## config.mk

```make
export PLATFORM = sky130hd
export DESIGN_NAME = biquad_iir_section
export DESIGN_NICKNAME = d
export VERILOG_FILES = /design/src/hw/rtl/bqd_pkg.sv /design/src/hw/rtl/bqd_sequencer.sv /design/src/hw/rtl/bqd_datapath.sv /design/src/hw/rtl/biquad_iir_section.sv
export SDC_FILE = /design/constraint.sdc
export NUM_CORES = 2
export LEC_CHECK = 0
export ABC_AREA = 1
export BUFFER_PORTS_ARGS = -buffer_cell sky130_fd_sc_hd__buf_2
export CORE_ASPECT_RATIO = 1.1
export CORE_MARGIN = 2
export CORE_UTILIZATION = 31
export CTS_BUF_LIST = sky130_fd_sc_hd__clkbuf_8
export DETAILED_ROUTE_END_ITERATION = 6
export HOLD_SLACK_MARGIN = 0.15
export PLACE_DENSITY_LB_ADDON = 0.1
export SYNTH_ARGS = -nofsm -noshare
export SYNTH_HDL_FRONTEND = slang
export SYNTH_SLANG_ARGS = --single-unit
```

## constraint.sdc

```tcl
create_clock -name clk -period 7.57 [get_ports clk]
set_input_delay 1.514 -clock clk [delete_from_list [all_inputs] [get_ports clk]]
set_output_delay 1.514 -clock clk [all_outputs]
set_load 0.02 [all_outputs]
```

## src/hw/rtl/bqd_pkg.sv

```systemverilog
// ----------------------------------------------------------------------------
// bqd_pkg
// Shared types, fixed-point constants and the microcode program of the
// biquad section.
// ----------------------------------------------------------------------------
package bqd_pkg;

    // Fixed-point formats
    localparam int SAMPLE_BITS = 24;
    localparam int COEF_BITS   = 32;
    localparam int COEF_FRAC   = 30;
    localparam int STATE_BITS  = 48;
    localparam int STATE_FRAC  = 39;

    localparam int PROD_BITS  = SAMPLE_BITS + COEF_BITS;
    localparam int PROD_SHIFT = SAMPLE_BITS - 1 + COEF_FRAC - STATE_FRAC;
    localparam int TERM_BITS  = PROD_BITS + 1 - PROD_SHIFT;
    localparam int ACC_BITS   = STATE_BITS + 3;
    localparam int OUT_SHIFT  = STATE_FRAC - (SAMPLE_BITS - 1);
    localparam int RND_BITS   = ACC_BITS + 1 - OUT_SHIFT;

    localparam logic [PROD_BITS:0] PROD_HALF =
        {{(PROD_BITS + 1 - PROD_SHIFT){1'b0}}, 1'b1, {(PROD_SHIFT - 1){1'b0}}};
    localparam logic [ACC_BITS:0] OUT_HALF =
        {{(ACC_BITS + 1 - OUT_SHIFT){1'b0}}, 1'b1, {(OUT_SHIFT - 1){1'b0}}};

    localparam int MAX_CHANNELS_DEF = 2;

    // Configuration port
    localparam int CFG_INDEX_BITS = 3;
    localparam int CFG_DATA_BITS  = 32;
    localparam int CH_COUNT_BITS  = 2;

    typedef enum logic [CFG_INDEX_BITS-1:0] {
        CFG_B0,
        CFG_B1,
        CFG_B2,
        CFG_A1,
        CFG_A2,
        CFG_CHANNELS
    } cfg_index_t;

    localparam logic signed [COEF_BITS-1:0] COEF_ONE  = 32'sh4000_0000;
    localparam logic signed [COEF_BITS-1:0] COEF_ZERO = 32'sh0000_0000;
    localparam logic [CH_COUNT_BITS-1:0]    CH_COUNT_RESET = 2'd2;

    typedef struct packed {
        logic signed [COEF_BITS-1:0] b0;
        logic signed [COEF_BITS-1:0] b1;
        logic signed [COEF_BITS-1:0] b2;
        logic signed [COEF_BITS-1:0] a1;
        logic signed [COEF_BITS-1:0] a2;
    } coef_set_t;

    // Channel words
    typedef struct packed {
        logic signed [SAMPLE_BITS-1:0] sample_in;
        logic                          channel;
    } sample_word_t;

    typedef struct packed {
        logic signed [SAMPLE_BITS-1:0] sample_out;
        logic                          channel_out;
    } result_word_t;

    // Sequencer
    typedef enum logic {
        SEQ_IDLE,
        SEQ_RUN
    } seq_state_t;

    localparam int STEP_BITS = 4;
    typedef logic [STEP_BITS-1:0] step_t;

    typedef enum logic [2:0] {
        COEF_SEL_B0,
        COEF_SEL_B1,
        COEF_SEL_B2,
        COEF_SEL_A1,
        COEF_SEL_A2
    } coef_sel_t;

    typedef enum logic {
        MUL_X,
        MUL_Y
    } mul_src_t;

    typedef enum logic [2:0] {
        ACC_HOLD,
        ACC_LOAD,
        ACC_ADD_D1,
        ACC_ADD_D2,
        ACC_SUB
    } acc_op_t;

    typedef enum logic {
        COND_NONE,
        COND_BYPASS
    } jump_cond_t;

    typedef struct packed {
        logic       mul_en;
        coef_sel_t  coef_sel;
        mul_src_t   mul_src;
        logic       term_en;
        acc_op_t    acc_a_op;
        acc_op_t    acc_b_op;
        logic       y_en;
        logic       d1_wr;
        logic       d2_wr;
        logic       emit;
        jump_cond_t cond;
        step_t      target;
        logic       last;
    } ucode_t;

    localparam ucode_t UCODE_NOP = '{
        mul_en:   1'b0,
        coef_sel: COEF_SEL_B0,
        mul_src:  MUL_X,
        term_en:  1'b0,
        acc_a_op: ACC_HOLD,
        acc_b_op: ACC_HOLD,
        y_en:     1'b0,
        d1_wr:    1'b0,
        d2_wr:    1'b0,
        emit:     1'b0,
        cond:     COND_NONE,
        target:   '0,
        last:     1'b0
    };

    localparam step_t STEP_EMIT = 4'd8;

    // The program. The multiplier result lands in the product register, is then
    // rounded into the term register and from there accumulated, so successive
    // products overlap in these stages.
    function automatic ucode_t ucode_word(input step_t step);
        ucode_t w;
        begin
            w = UCODE_NOP;
            unique case (step)
                4'd0:
                begin
                    // b0*x; channels not in use go straight to the result
                    w.mul_en   = 1'b1;
                    w.coef_sel = COEF_SEL_B0;
                    w.cond     = COND_BYPASS;
                    w.target   = STEP_EMIT;
                end
                4'd1:
                begin
                    w.term_en  = 1'b1;
                    w.mul_en   = 1'b1;
                    w.coef_sel = COEF_SEL_B1;
                end
                4'd2:
                begin
                    w.acc_a_op = ACC_ADD_D1;
                    w.term_en  = 1'b1;
                    w.mul_en   = 1'b1;
                    w.coef_sel = COEF_SEL_B2;
                end
                4'd3:
                begin
                    w.y_en     = 1'b1;
                    w.acc_a_op = ACC_ADD_D2;
                    w.term_en  = 1'b1;
                end
                4'd4:
                begin
                    w.acc_b_op = ACC_LOAD;
                    w.mul_en   = 1'b1;
                    w.coef_sel = COEF_SEL_A1;
                    w.mul_src  = MUL_Y;
                end
                4'd5:
                begin
                    w.term_en  = 1'b1;
                    w.mul_en   = 1'b1;
                    w.coef_sel = COEF_SEL_A2;
                    w.mul_src  = MUL_Y;
                end
                4'd6:
                begin
                    w.acc_a_op = ACC_SUB;
                    w.term_en  = 1'b1;
                end
                4'd7:
                begin
                    w.acc_b_op = ACC_SUB;
                    w.d1_wr    = 1'b1;
                end
                STEP_EMIT:
                begin
                    w.d2_wr = 1'b1;
                    w.emit  = 1'b1;
                    w.last  = 1'b1;
                end
                default:
                begin
                    w.last = 1'b1;
                end
            endcase
            return w;
        end
    endfunction

endpackage

```

## src/hw/rtl/bqd_sequencer.sv

```systemverilog
// ----------------------------------------------------------------------------
// bqd_sequencer
// Step counter and microcode lookup that drive the biquad datapath.
// ----------------------------------------------------------------------------
module bqd_sequencer
    import bqd_pkg::*;
(
    input  logic   clk,
    input  logic   rst_n,
    input  logic   start,
    input  logic   active,
    input  logic   out_free,
    output logic   busy,
    output ucode_t ctrl
);

    seq_state_t state_reg, state_next;
    step_t      step_reg, step_next;
    logic       active_reg, active_next;
    ucode_t     word;
    logic       hold;

    assign word = ucode_word(step_reg);
    assign hold = word.emit && !out_free;

    always_ff @(posedge clk or negedge rst_n)
    begin
        if (!rst_n)
        begin
            state_reg  <= SEQ_IDLE;
            step_reg   <= '0;
            active_reg <= 1'b0;
        end
        else
        begin
            state_reg  <= state_next;
            step_reg   <= step_next;
            active_reg <= active_next;
        end
    end

    // Next state
    always_comb
    begin
        state_next  = state_reg;
        step_next   = step_reg;
        active_next = active_reg;
        unique case (state_reg)
            SEQ_IDLE:
            begin
                if (start)
                begin
                    state_next  = SEQ_RUN;
                    step_next   = '0;
                    active_next = active;
                end
            end
            SEQ_RUN:
            begin
                priority if (hold)
                begin
                    step_next = step_reg;
                end
                else if (word.last)
                begin
                    state_next = SEQ_IDLE;
                end
                else if (word.cond == COND_BYPASS && !active_reg)
                begin
                    step_next = word.target;
                end
                else
                begin
                    step_next = step_t'(step_reg + 1'b1);
                end
            end
            default:
            begin
                state_next = SEQ_IDLE;
            end
        endcase
    end

    // Outputs
    always_comb
    begin
        busy = 1'b1;
        ctrl = UCODE_NOP;
        unique case (state_reg)
            SEQ_IDLE:
            begin
                busy = 1'b0;
            end
            SEQ_RUN:
            begin
                if (!hold)
                begin
                    ctrl       = word;
                    ctrl.d1_wr = word.d1_wr && active_reg;
                    ctrl.d2_wr = word.d2_wr && active_reg;
                end
            end
            default:
            begin
                busy = 1'b1;
            end
        endcase
    end

endmodule

```

## src/hw/rtl/bqd_datapath.sv

```systemverilog
// ----------------------------------------------------------------------------
// bqd_datapath
// Shared multiplier, rounding stage, two accumulators and per-channel delay
// state, all steered by the microcode word.
// ----------------------------------------------------------------------------
module bqd_datapath
    import bqd_pkg::*;
#(
    parameter int MAX_CHANNELS = MAX_CHANNELS_DEF
)
(
    input  logic         clk,
    input  logic         rst_n,
    input  logic         start,
    input  sample_word_t in_word,
    input  coef_set_t    coefs,
    input  ucode_t       ctrl,
    output result_word_t result
);

    localparam int IDX_BITS = (MAX_CHANNELS > 1) ? $clog2(MAX_CHANNELS) : 1;

    logic signed [SAMPLE_BITS-1:0] x_reg;
    logic signed [SAMPLE_BITS-1:0] y_reg, y_next;
    logic                          ch_reg;
    logic signed [PROD_BITS-1:0]   prod_reg, prod_next;
    logic signed [TERM_BITS-1:0]   term_reg, term_next;
    logic signed [ACC_BITS-1:0]    acc_a_reg, acc_a_next;
    logic signed [ACC_BITS-1:0]    acc_b_reg, acc_b_next;
    logic signed [STATE_BITS-1:0]  d1_reg [MAX_CHANNELS];
    logic signed [STATE_BITS-1:0]  d2_reg [MAX_CHANNELS];
    logic signed [STATE_BITS-1:0]  d1_next, d2_next;

    logic [IDX_BITS-1:0]           ch_idx;
    logic signed [COEF_BITS-1:0]   coef_op;
    logic signed [SAMPLE_BITS-1:0] mul_op;
    logic [PROD_BITS:0]            prod_sum;
    logic signed [ACC_BITS-1:0]    term_ext, d1_ext, d2_ext;
    logic [ACC_BITS:0]             y_sum;
    logic [RND_BITS-1:0]           y_rnd;
    logic [RND_BITS-SAMPLE_BITS:0] y_top;

    function automatic logic signed [STATE_BITS-1:0] sat_state(
        input logic signed [ACC_BITS-1:0] v
    );
        logic [ACC_BITS-STATE_BITS:0] top;
        begin
            top = v[ACC_BITS-1:STATE_BITS-1];
            if (&top || ~|top)
                return v[STATE_BITS-1:0];
            return {v[ACC_BITS-1], {(STATE_BITS-1){~v[ACC_BITS-1]}}};
        end
    endfunction

    assign ch_idx = IDX_BITS'(ch_reg);

    // Multiplier operands
    always_comb
    begin
        unique case (ctrl.coef_sel)
            COEF_SEL_B0: coef_op = coefs.b0;
            COEF_SEL_B1: coef_op = coefs.b1;
            COEF_SEL_B2: coef_op = coefs.b2;
            COEF_SEL_A1: coef_op = coefs.a1;
            COEF_SEL_A2: coef_op = coefs.a2;
            default:     coef_op = coefs.b0;
        endcase
    end

    assign mul_op    = (ctrl.mul_src == MUL_Y) ? y_reg : x_reg;
    assign prod_next = coef_op * mul_op;

    // Round half up to the state fraction
    assign prod_sum  = {prod_reg[PROD_BITS-1], prod_reg} + PROD_HALF;
    assign term_next = prod_sum[PROD_BITS:PROD_SHIFT];

    assign term_ext = {{(ACC_BITS-TERM_BITS){term_reg[TERM_BITS-1]}}, term_reg};
    assign d1_ext   = {{(ACC_BITS-STATE_BITS){d1_reg[ch_idx][STATE_BITS-1]}},
                       d1_reg[ch_idx]};
    assign d2_ext   = {{(ACC_BITS-STATE_BITS){d2_reg[ch_idx][STATE_BITS-1]}},
                       d2_reg[ch_idx]};

    always_comb
    begin
        unique case (ctrl.acc_a_op)
            ACC_LOAD:   acc_a_next = term_ext;
            ACC_ADD_D1: acc_a_next = term_ext + d1_ext;
            ACC_ADD_D2: acc_a_next = term_ext + d2_ext;
            ACC_SUB:    acc_a_next = acc_a_reg - term_ext;
            default:    acc_a_next = acc_a_reg;
        endcase
    end

    always_comb
    begin
        unique case (ctrl.acc_b_op)
            ACC_LOAD:   acc_b_next = term_ext;
            ACC_ADD_D1: acc_b_next = term_ext + d1_ext;
            ACC_ADD_D2: acc_b_next = term_ext + d2_ext;
            ACC_SUB:    acc_b_next = acc_b_reg - term_ext;
            default:    acc_b_next = acc_b_reg;
        endcase
    end

    // Output sample: round to the sample fraction, then saturate
    assign y_sum = {acc_a_reg[ACC_BITS-1], acc_a_reg} + OUT_HALF;
    assign y_rnd = y_sum[ACC_BITS:OUT_SHIFT];
    assign y_top = y_rnd[RND_BITS-1:SAMPLE_BITS-1];

    always_comb
    begin
        if (&y_top || ~|y_top)
            y_next = y_rnd[SAMPLE_BITS-1:0];
        else
            y_next = {y_rnd[RND_BITS-1], {(SAMPLE_BITS-1){~y_rnd[RND_BITS-1]}}};
    end

    assign d1_next = sat_state(acc_a_reg);
    assign d2_next = sat_state(acc_b_reg);

    // Working registers
    always_ff @(posedge clk)
    begin
        if (start)
        begin
            x_reg  <= in_word.sample_in;
            ch_reg <= in_word.channel;
            y_reg  <= in_word.sample_in;
        end
        else if (ctrl.y_en)
        begin
            y_reg <= y_next;
        end
        if (ctrl.mul_en)
            prod_reg <= prod_next;
        if (ctrl.term_en)
            term_reg <= term_next;
        acc_a_reg <= acc_a_next;
        acc_b_reg <= acc_b_next;
    end

    // Delay state per channel
    always_ff @(posedge clk or negedge rst_n)
    begin
        if (!rst_n)
        begin
            for (int i = 0; i < MAX_CHANNELS; i++)
            begin
                d1_reg[i] <= '0;
                d2_reg[i] <= '0;
            end
        end
        else
        begin
            if (ctrl.d1_wr)
                d1_reg[ch_idx] <= d1_next;
            if (ctrl.d2_wr)
                d2_reg[ch_idx] <= d2_next;
        end
    end

    assign result = '{sample_out: y_reg, channel_out: ch_reg};

endmodule

```

## src/hw/rtl/biquad_iir_section.sv

```systemverilog
// ----------------------------------------------------------------------------
// biquad_iir_section
// Second-order IIR section in transposed direct form II, fixed point, with
// a separate pair of delay values for each audio channel.
// ----------------------------------------------------------------------------
// Each input word carries a signed Q1.23 sample and a channel index and gives
// exactly one result word with the filtered sample on the same channel. The
// five coefficients are signed Q2.30 and come up as the identity filter; the
// delay state is 48 bits with 39 fraction bits and saturates, and the output
// is rounded half up and saturated to 24 bits. Samples on a channel at or
// above the channels-in-use register (or at or above MAX_CHANNELS) pass
// through unchanged and leave the state alone. A filtered word runs through
// the nine microcode steps, as the single multiplier forms the five products
// in turn with a rounding stage and an accumulate stage behind it. The
// sequencer returns to idle after the last step and only then accepts again,
// so it takes no new word before it is through with the last. A pass-through
// word jumps from the first step straight to the last one. The next word is
// taken once the program has finished, even while the previous result still
// waits on a stalled output; the program only pauses on its last step if the
// result register is still full at that point. Configuration must be written
// only while the block is idle; the block itself does not enforce this.
module biquad_iir_section
    import bqd_pkg::*;
#(
    parameter int MAX_CHANNELS = MAX_CHANNELS_DEF
)
(
    input  logic                      clk,
    input  logic                      rst_n,

    input  logic                      cfg_write,
    input  logic [CFG_INDEX_BITS-1:0] cfg_index,
    input  logic [CFG_DATA_BITS-1:0]  cfg_data,

    input  logic                      in_valid,
    output logic                      in_stall,
    input  sample_word_t              in_word,

    output logic                      out_valid,
    input  logic                      out_stall,
    output result_word_t              out_word
);

    coef_set_t                coefs_reg;
    logic [CH_COUNT_BITS-1:0] ch_count_reg;

    logic         start;
    logic         active;
    logic         busy;
    logic         out_free;
    ucode_t       ctrl;
    result_word_t result;

    logic         out_valid_reg;
    result_word_t out_word_reg;

    // Configuration registers. Indexes beyond the list are ignored.
    always_ff @(posedge clk or negedge rst_n)
    begin
        if (!rst_n)
        begin
            coefs_reg.b0 <= COEF_ONE;
            coefs_reg.b1 <= COEF_ZERO;
            coefs_reg.b2 <= COEF_ZERO;
            coefs_reg.a1 <= COEF_ZERO;
            coefs_reg.a2 <= COEF_ZERO;
            ch_count_reg <= CH_COUNT_RESET;
        end
        else if (cfg_write)
        begin
            unique case (cfg_index)
                CFG_B0:       coefs_reg.b0 <= cfg_data;
                CFG_B1:       coefs_reg.b1 <= cfg_data;
                CFG_B2:       coefs_reg.b2 <= cfg_data;
                CFG_A1:       coefs_reg.a1 <= cfg_data;
                CFG_A2:       coefs_reg.a2 <= cfg_data;
                CFG_CHANNELS: ch_count_reg <= cfg_data[CH_COUNT_BITS-1:0];
                default:      ;
            endcase
        end
    end

    // A word is taken whenever the sequencer is idle.
    assign in_stall = busy;
    assign start    = in_valid && !busy;

    // A channel is filtered only when it lies below both the register's
    // count and the number of state sets built in. Because both limits must
    // hold, a count above MAX_CHANNELS behaves as MAX_CHANNELS.
    assign active = ({1'b0, in_word.channel} < ch_count_reg)
                 && (32'(in_word.channel) < MAX_CHANNELS);

    // The result register is free if empty or being taken in this cycle.
    assign out_free = !out_valid_reg || !out_stall;

    bqd_sequencer u_sequencer (
        .clk      (clk),
        .rst_n    (rst_n),
        .start    (start),
        .active   (active),
        .out_free (out_free),
        .busy     (busy),
        .ctrl     (ctrl)
    );

    bqd_datapath #(
        .MAX_CHANNELS (MAX_CHANNELS)
    ) u_datapath (
        .clk     (clk),
        .rst_n   (rst_n),
        .start   (start),
        .in_word (in_word),
        .coefs   (coefs_reg),
        .ctrl    (ctrl),
        .result  (result)
    );

    // Output register: parts the sequencer from a stalling consumer.
    always_ff @(posedge clk or negedge rst_n)
    begin
        if (!rst_n)
        begin
            out_valid_reg <= 1'b0;
        end
        else if (ctrl.emit)
        begin
            out_valid_reg <= 1'b1;
        end
        else if (!out_stall)
        begin
            out_valid_reg <= 1'b0;
        end
    end

    always_ff @(posedge clk)
    begin
        if (ctrl.emit)
            out_word_reg <= result;
    end

    assign out_valid = out_valid_reg;
    assign out_word  = out_word_reg;

endmodule
```

* Word-level counts from Yosys, hierarchy flattened *
Index checks and enable logic that the tools add are counted.

operators by class
  $add $sub $neg = 7
  multipliers = 1
  $lt $le $gt $ge = 3
  equal/unequal tests = 29
  muxes and demuxes = 47
  bitwise logic cells = 5
  reductions and logical operators = 40

operators with widths
  cell                    number
  $mux 48                 11
  $pmux 51 s4             2
  $bwmux 96               2
  $pmux 32 s4             1
  $sub 51x43->51          2
  $add 43x48->49          2
  $mux 24                 4
  $add 56x15->57 const B  1
  $mul 32x24->56          1
  $add 51x17->52 const B  1
  $demux 48 s1            1
  $mux 22                 2
  $eq 3x2->1 const B      8
  $pmux 4 s5              1
  $eq 4x3->1 const B      4
  $mux 4                  4
  $eq 3x3->1 const B      5
  $reduce_and 2->1        7
  $mux 1                  13
  $reduce_and 13->1       1
  $reduce_or 13->1        1
  $eq 3x1->1 const B      4
  $pmux 3 s3              1
  $eq 4x2->1 const B      2
  other kinds (28)        51

word-level totals
  register bits = 636
  output and inout bits = 27
  word-level logic and storage cells = 155

* Logic depth before layout (Yosys ltp) *
  depth after elaboration = 9
  mapped depth = 41
  gate-level depth less buffers = 39

* Cells and area by module *
A second synthesis with hierarchy kept.

second synthesis, totals
  cell total of the unflattened synthesis = 9,451
  area total of the unflattened synthesis = 70,762.9 um^2

by module, submodules not included
  module              times used  cells an instance  area each (um^2)
  bqd_datapath        1           8,605              62,987.9
  biquad_iir_section  1           747                7,140.6
  bqd_sequencer       1           99                 634.4

* Worst setup path after synthesis *
No wires, ideal clock.

  path kind = reg-to-reg
  start point = register u_sequencer.step_reg[0]
  end point = register u_datapath.prod_reg[55] (data pin)
  setup time = 0.253 ns
  arrival time = 7.871 ns
  setup slack = -0.553 ns
  cell stages (with the launch flop) = 35
  cells stage by stage = dfrtp_1 -> inv_1 -> ha_1 -> nand3_2 -> nand2_1 -> nand2_2 -> buf_6 -> nor2_2 -> buf_1 -> a221oi_1 -> nand2_1 -> inv_1 -> buf_2 -> nor2_1 -> fa_1 -> fa_1 -> inv_1 -> fa_1 -> inv_1 -> fa_1 -> fa_1 -> fa_1 -> fa_1 -> ha_1 -> a21oi_1 -> inv_1 -> a21oi_1 -> inv_1 -> a21oi_1 -> inv_1 -> a211o_1 -> a31oi_1 -> nand2_1 -> nand2_1 -> nand2_1

between the ends
  longest elaborated chain between the ends = 8
  elaborated cells between the ends (all ways) = 20
  those cells by class = mul: 1; eq/ne: 9; mux: 7; reduce/logical: 3

ends and longest elaborated chain
  element                                                             line                 text
  from (decl)                                                         bqd_sequencer.sv:18  step_t step_reg, step_next;
  from (signal assigned)                                              bqd_sequencer.sv:37  step_reg <= step_next;
  parallel branches: the longest is 3 deep, another holds $pmux 4 s5  -
  $mux 22 (*)                                                         bqd_sequencer.sv:96  if (!hold)
  $mux 22 (*)                                                         bqd_sequencer.sv:89  unique case (state_reg)
  $eq 3x3->1 (tied with other cells)                                  bqd_datapath.sv:60   unique case (ctrl.coef_sel)
  $pmux 32 s4                                                         bqd_datapath.sv:60
  $mul 32x24->56 (*)                                                  bqd_datapath.sv:71   assign prod_next = coef_op * mul_op;
  named net u_datapath.prod_next[55]                                  bqd_datapath.sv:26   logic signed [PROD_BITS-1:0] prod_reg, prod_next;
  to (signal assigned)                                                bqd_datapath.sv:135  prod_reg <= prod_next;
  to (decl)                                                           bqd_datapath.sv:26

Mark *: on every way through the listed nets, which the timed path passes.
A chain may end at the register's enable or synchronous reset.

* Worst setup path after layout *
  start point = register u_sequencer.step_reg[1]
  end point = register u_datapath.prod_reg[55] (data pin)

Same word-level chain as after synthesis.

==> summary.md <==
| Metric | Value |
|---|---|
| Status | `finished with violations` |
| Violations in the final reports | `setup timing` |
| Synth area leaders | `fa_1, dfrtp_1, edfxtp_1` |
| Area Overhead vs Synth | `22.6%` |
| Slowest cell on crit path | `fa_2` |
| Crit. End Element | `flip-flop` |
| HP Class | `flip-flop to flip-flop` |
| Layout cell share with drive strength beyond 1 | `0.184` |
| Final #Nets | `approximately 10000` |
| DRC viols | `0` |
| Leading register cell type out of synthesis | `dfrtp_1` |
| Wirelength per Cell | `roughly 23 um` |
| Crit start category | `flip-flop` |
| Skew-Pair Late Insertion Delay | `between 0.9 and 1 ns` |
| Final Cell Area | `82600 um2` |
| Layout Cells excl Fill | `~12000` |
| Routed WL | `278 mm` |
| Clk root buf | `clkbuf_8` |
| Final setup vio count | `41` |
| Worst slew pin tran | `1.12 ns` |
| Seq cells post-synth | `between 600 and 700` |
| Die Area | `around 220000 um2` |
| Max Slew Vio Count | `0` |
| CTS tree | `done` |
| Syn_nets | `9682` |
| Final HPWL DP | `230 mm` |
| Total core area | `216000 um2` |
| DP Area | `76600 um2` |
| Async SR Flop Fraction | `0.579` |
| WP data required | `~8 ns` |
| Clk slew on worst S/H paths | `roughly 0.070 ns` |
| CP Class | `flip-flop to flip-flop` |
| Post-cts hold buffer count | `0` |
| RSZ-0062 raised after global routing | `yes` |
| Yosys warnings | `0` |
| FILL cells | `around 23000` |
| Relative slew margins | `0.245` |
| Initial antenna violation count | `7` |
| Final hold vios | `0` |
| Fin Setup TNS | `-14.03 ns` |
| FP Rows | `roughly 180` |
| Remaining Overflow, GRT | `0` |
| Post-synth EDFFs | `approximately 260` |
| Fin crit share | `1.08` |
| Num CTS Buffers | `130` |
| Vias in the first global route | `roughly 63000` |
| Crit Path Max Fanout | `7` |
| Cell taking the most area after synthesis | `fa_1` |
| Critical Path Max Stage Delay | `about 0.63 ns` |
| Mean Syn Cell Area | `slightly below 8 um2` |
| Seq/Total Area, Yosys | `0.251` |
| First-pass iteration count of the detailed router | `5` |
| Final min period | `about 8 ns` |
| Routed Antenna Nets | `0` |
| H-tree depth | `4` |
| Initial Utilization | `0.312` |
| Synth Cell Area | `67300 um2` |
| Worst hold slack | `approximately 0.45 ns` |
| Largest net degree at the start of global routing | `about 170` |
| Max Freq | `roughly 0.12 GHz` |
| Clock Path Buffers | `3` |
| GRT Total Usage | `0.249` |
| Total number of vias | `between 50000 and 60000` |
| IO Port Bufs | `91` |
| First-pass GRT wire length | `roughly 410 mm` |
| Die height | `493 um` |
| Library cells used by synthesis | `between 60 and 70` |
| Fin worst setup slack | `-0.575 ns` |
| Max reg flops | `160` |
| Clock Sinks | `between 600 and 700` |
| Routed vias/inst | `roughly 4.9` |
| RePlAce Congestion | `~0.94` |
| Share of the synthesized area in the top cell type | `0.234` |
| I/O pin cnt | `about 90` |
| Max cap viols | `0` |
| DIE WIDTH | `448 um` |
| Clk_skew | `0.0894 ns` |
| Critical path arrival | `about 8.8 ns` |
| Syn Inst Count | `roughly 8500` |
| Placed Instances | `~12000` |
| Initial DRC Count | `between 3000 and 4000` |
==> metal layers <==
metal	routed length, um	vias up	GRT usage	share of wire
met4	11400	2	0.0817	0.041
met3	11200	377	0.0268	0.040
met2	142000	1261	0.456	0.51
met5	13	-	0	0.000047
met1	113000	29500	0.301	0.41
li1	-	28300	-	-
==> per-stage QoR <==
step / utilization / setup slack (ns)
2_1_floorplan: - / -0.00780
3_3_place_gp: 0.355 / -1.40
3_5_place_dp: 0.355 / -1.35
4_1_cts: 0.373 / -0.527
5_1_grt: 0.382 / -0.887
6_report: 0.382 / -0.575
==> layout make-up <==
cell class	count	area, um2	area share
multi-input cells	6023	45900	0.556
flip-flops and latches	623	16900	0.205
repair buffers	859	7550	0.0914
inverters	1554	5900	0.0715
well taps	2896	3620	0.0439
clock buffers	152	2090	0.0253
clock inverters	86	591	0.00715
diodes	2	5.00	0.0000606
==> worst max-delay path, delay by kind of cell (launching register included) <==
| kind | cells | cell delay (ns) |
|---|---|---|
| AOI/OAI and AO/OA | 5 | 0.94 |
| adders and majority gates | 9 | 4.11 |
| buffers and inverters | 14 | 1.64 |
| DFF | 1 | 0.40 |
| and+or+nand+nor | 8 | 0.76 |
==> kinds of logic after synthesis <==
kind of cell	Yosys count	share of synthesized area
AOI/OAI and AO/OA	1483	0.121
adders and majority gates	1135	0.299
muxes	72	0.0120
and+or+nand+nor	3170	0.193
xor gates and xnor gates	163	0.0212
DFF	623	0.251
buffers and inverters	1836	0.103
==> placed cells by master, fill, tap and decap left out, types with 38 or more instances in the layout <==
cell / count
xor2_1: 117
nor2_2: 59
dfrtp_1: 357
nand4_1: 77
edfxtp_1: 262
nor3_1: 70
a31oi_1: 120
ha_1: 305
o21ai_0: 688
a21oi_2: 46
o21ai_1: 38
nand2_1: 1718
ha_4: 40
nor2_4: 38
buf_12: 79
fa_2: 45
inv_2: 50
buf_6: 39
nand3_1: 226
inv_1: 1513
buf_4: 637
a21oi_1: 333
nand2_2: 65
or2_2: 67
nor2_1: 752
buf_2: 90
mux2_2: 72
clkbuf_8: 152
fa_1: 741
==> repair_timing <==
item / CTS / global route
cloned: 1 / 6
resized for setup: 288 / 341
setup buffers: 33 / 45
endpoints found under the setup margin: 43 / 43
pin swaps: 78 / 151
==> cells in the mapped netlist, drive strengths merged, types with 11 or more instances <==
| cell | n |
|---|---|
| nand4 | 77 |
| xnor2 | 35 |
| inv | 1543 |
| a221oi | 31 |
| o211ai | 12 |
| o21ai | 769 |
| clkinv | 11 |
| nand2 | 1799 |
| o2111ai | 15 |
| edfxtp | 262 |
| a31oi | 127 |
| or2 | 70 |
| nor4 | 42 |
| o21bai | 33 |
| nor3 | 81 |
| xor2 | 128 |
| a21o | 30 |
| mux2 | 72 |
| dfrtp | 359 |
| clkbuf | 246 |
| nand3 | 238 |
| fa | 786 |
| a21oi | 390 |
| nor2 | 849 |
| o21a | 21 |
| buf | 36 |
| ha | 349 |
| a21boi | 21 |
==> worst paths after layout <==
check                                        start                       to  slack (ns)  depth (start not counted)
max                        u_sequencer.step_reg[1]  u_datapath.prod_reg[55]       -0.58                         36
min                            u_datapath.y_reg[0]              out_word[1]        0.45                          0
max reg2reg                u_sequencer.step_reg[1]  u_datapath.prod_reg[55]       -0.58                         36
min reg2reg                    u_datapath.y_reg[0]              out_word[1]        0.45                          0
max in group asynchronous                    rst_n            coefs_reg[83]        5.43                          2
min in group asynchronous                    rst_n     u_datapath.d1_reg[7]        0.52                          1
Power is left out: the tool's default activity adds up to more than one toggle a clock period on the data nets, which glitch-free logic cannot reach.
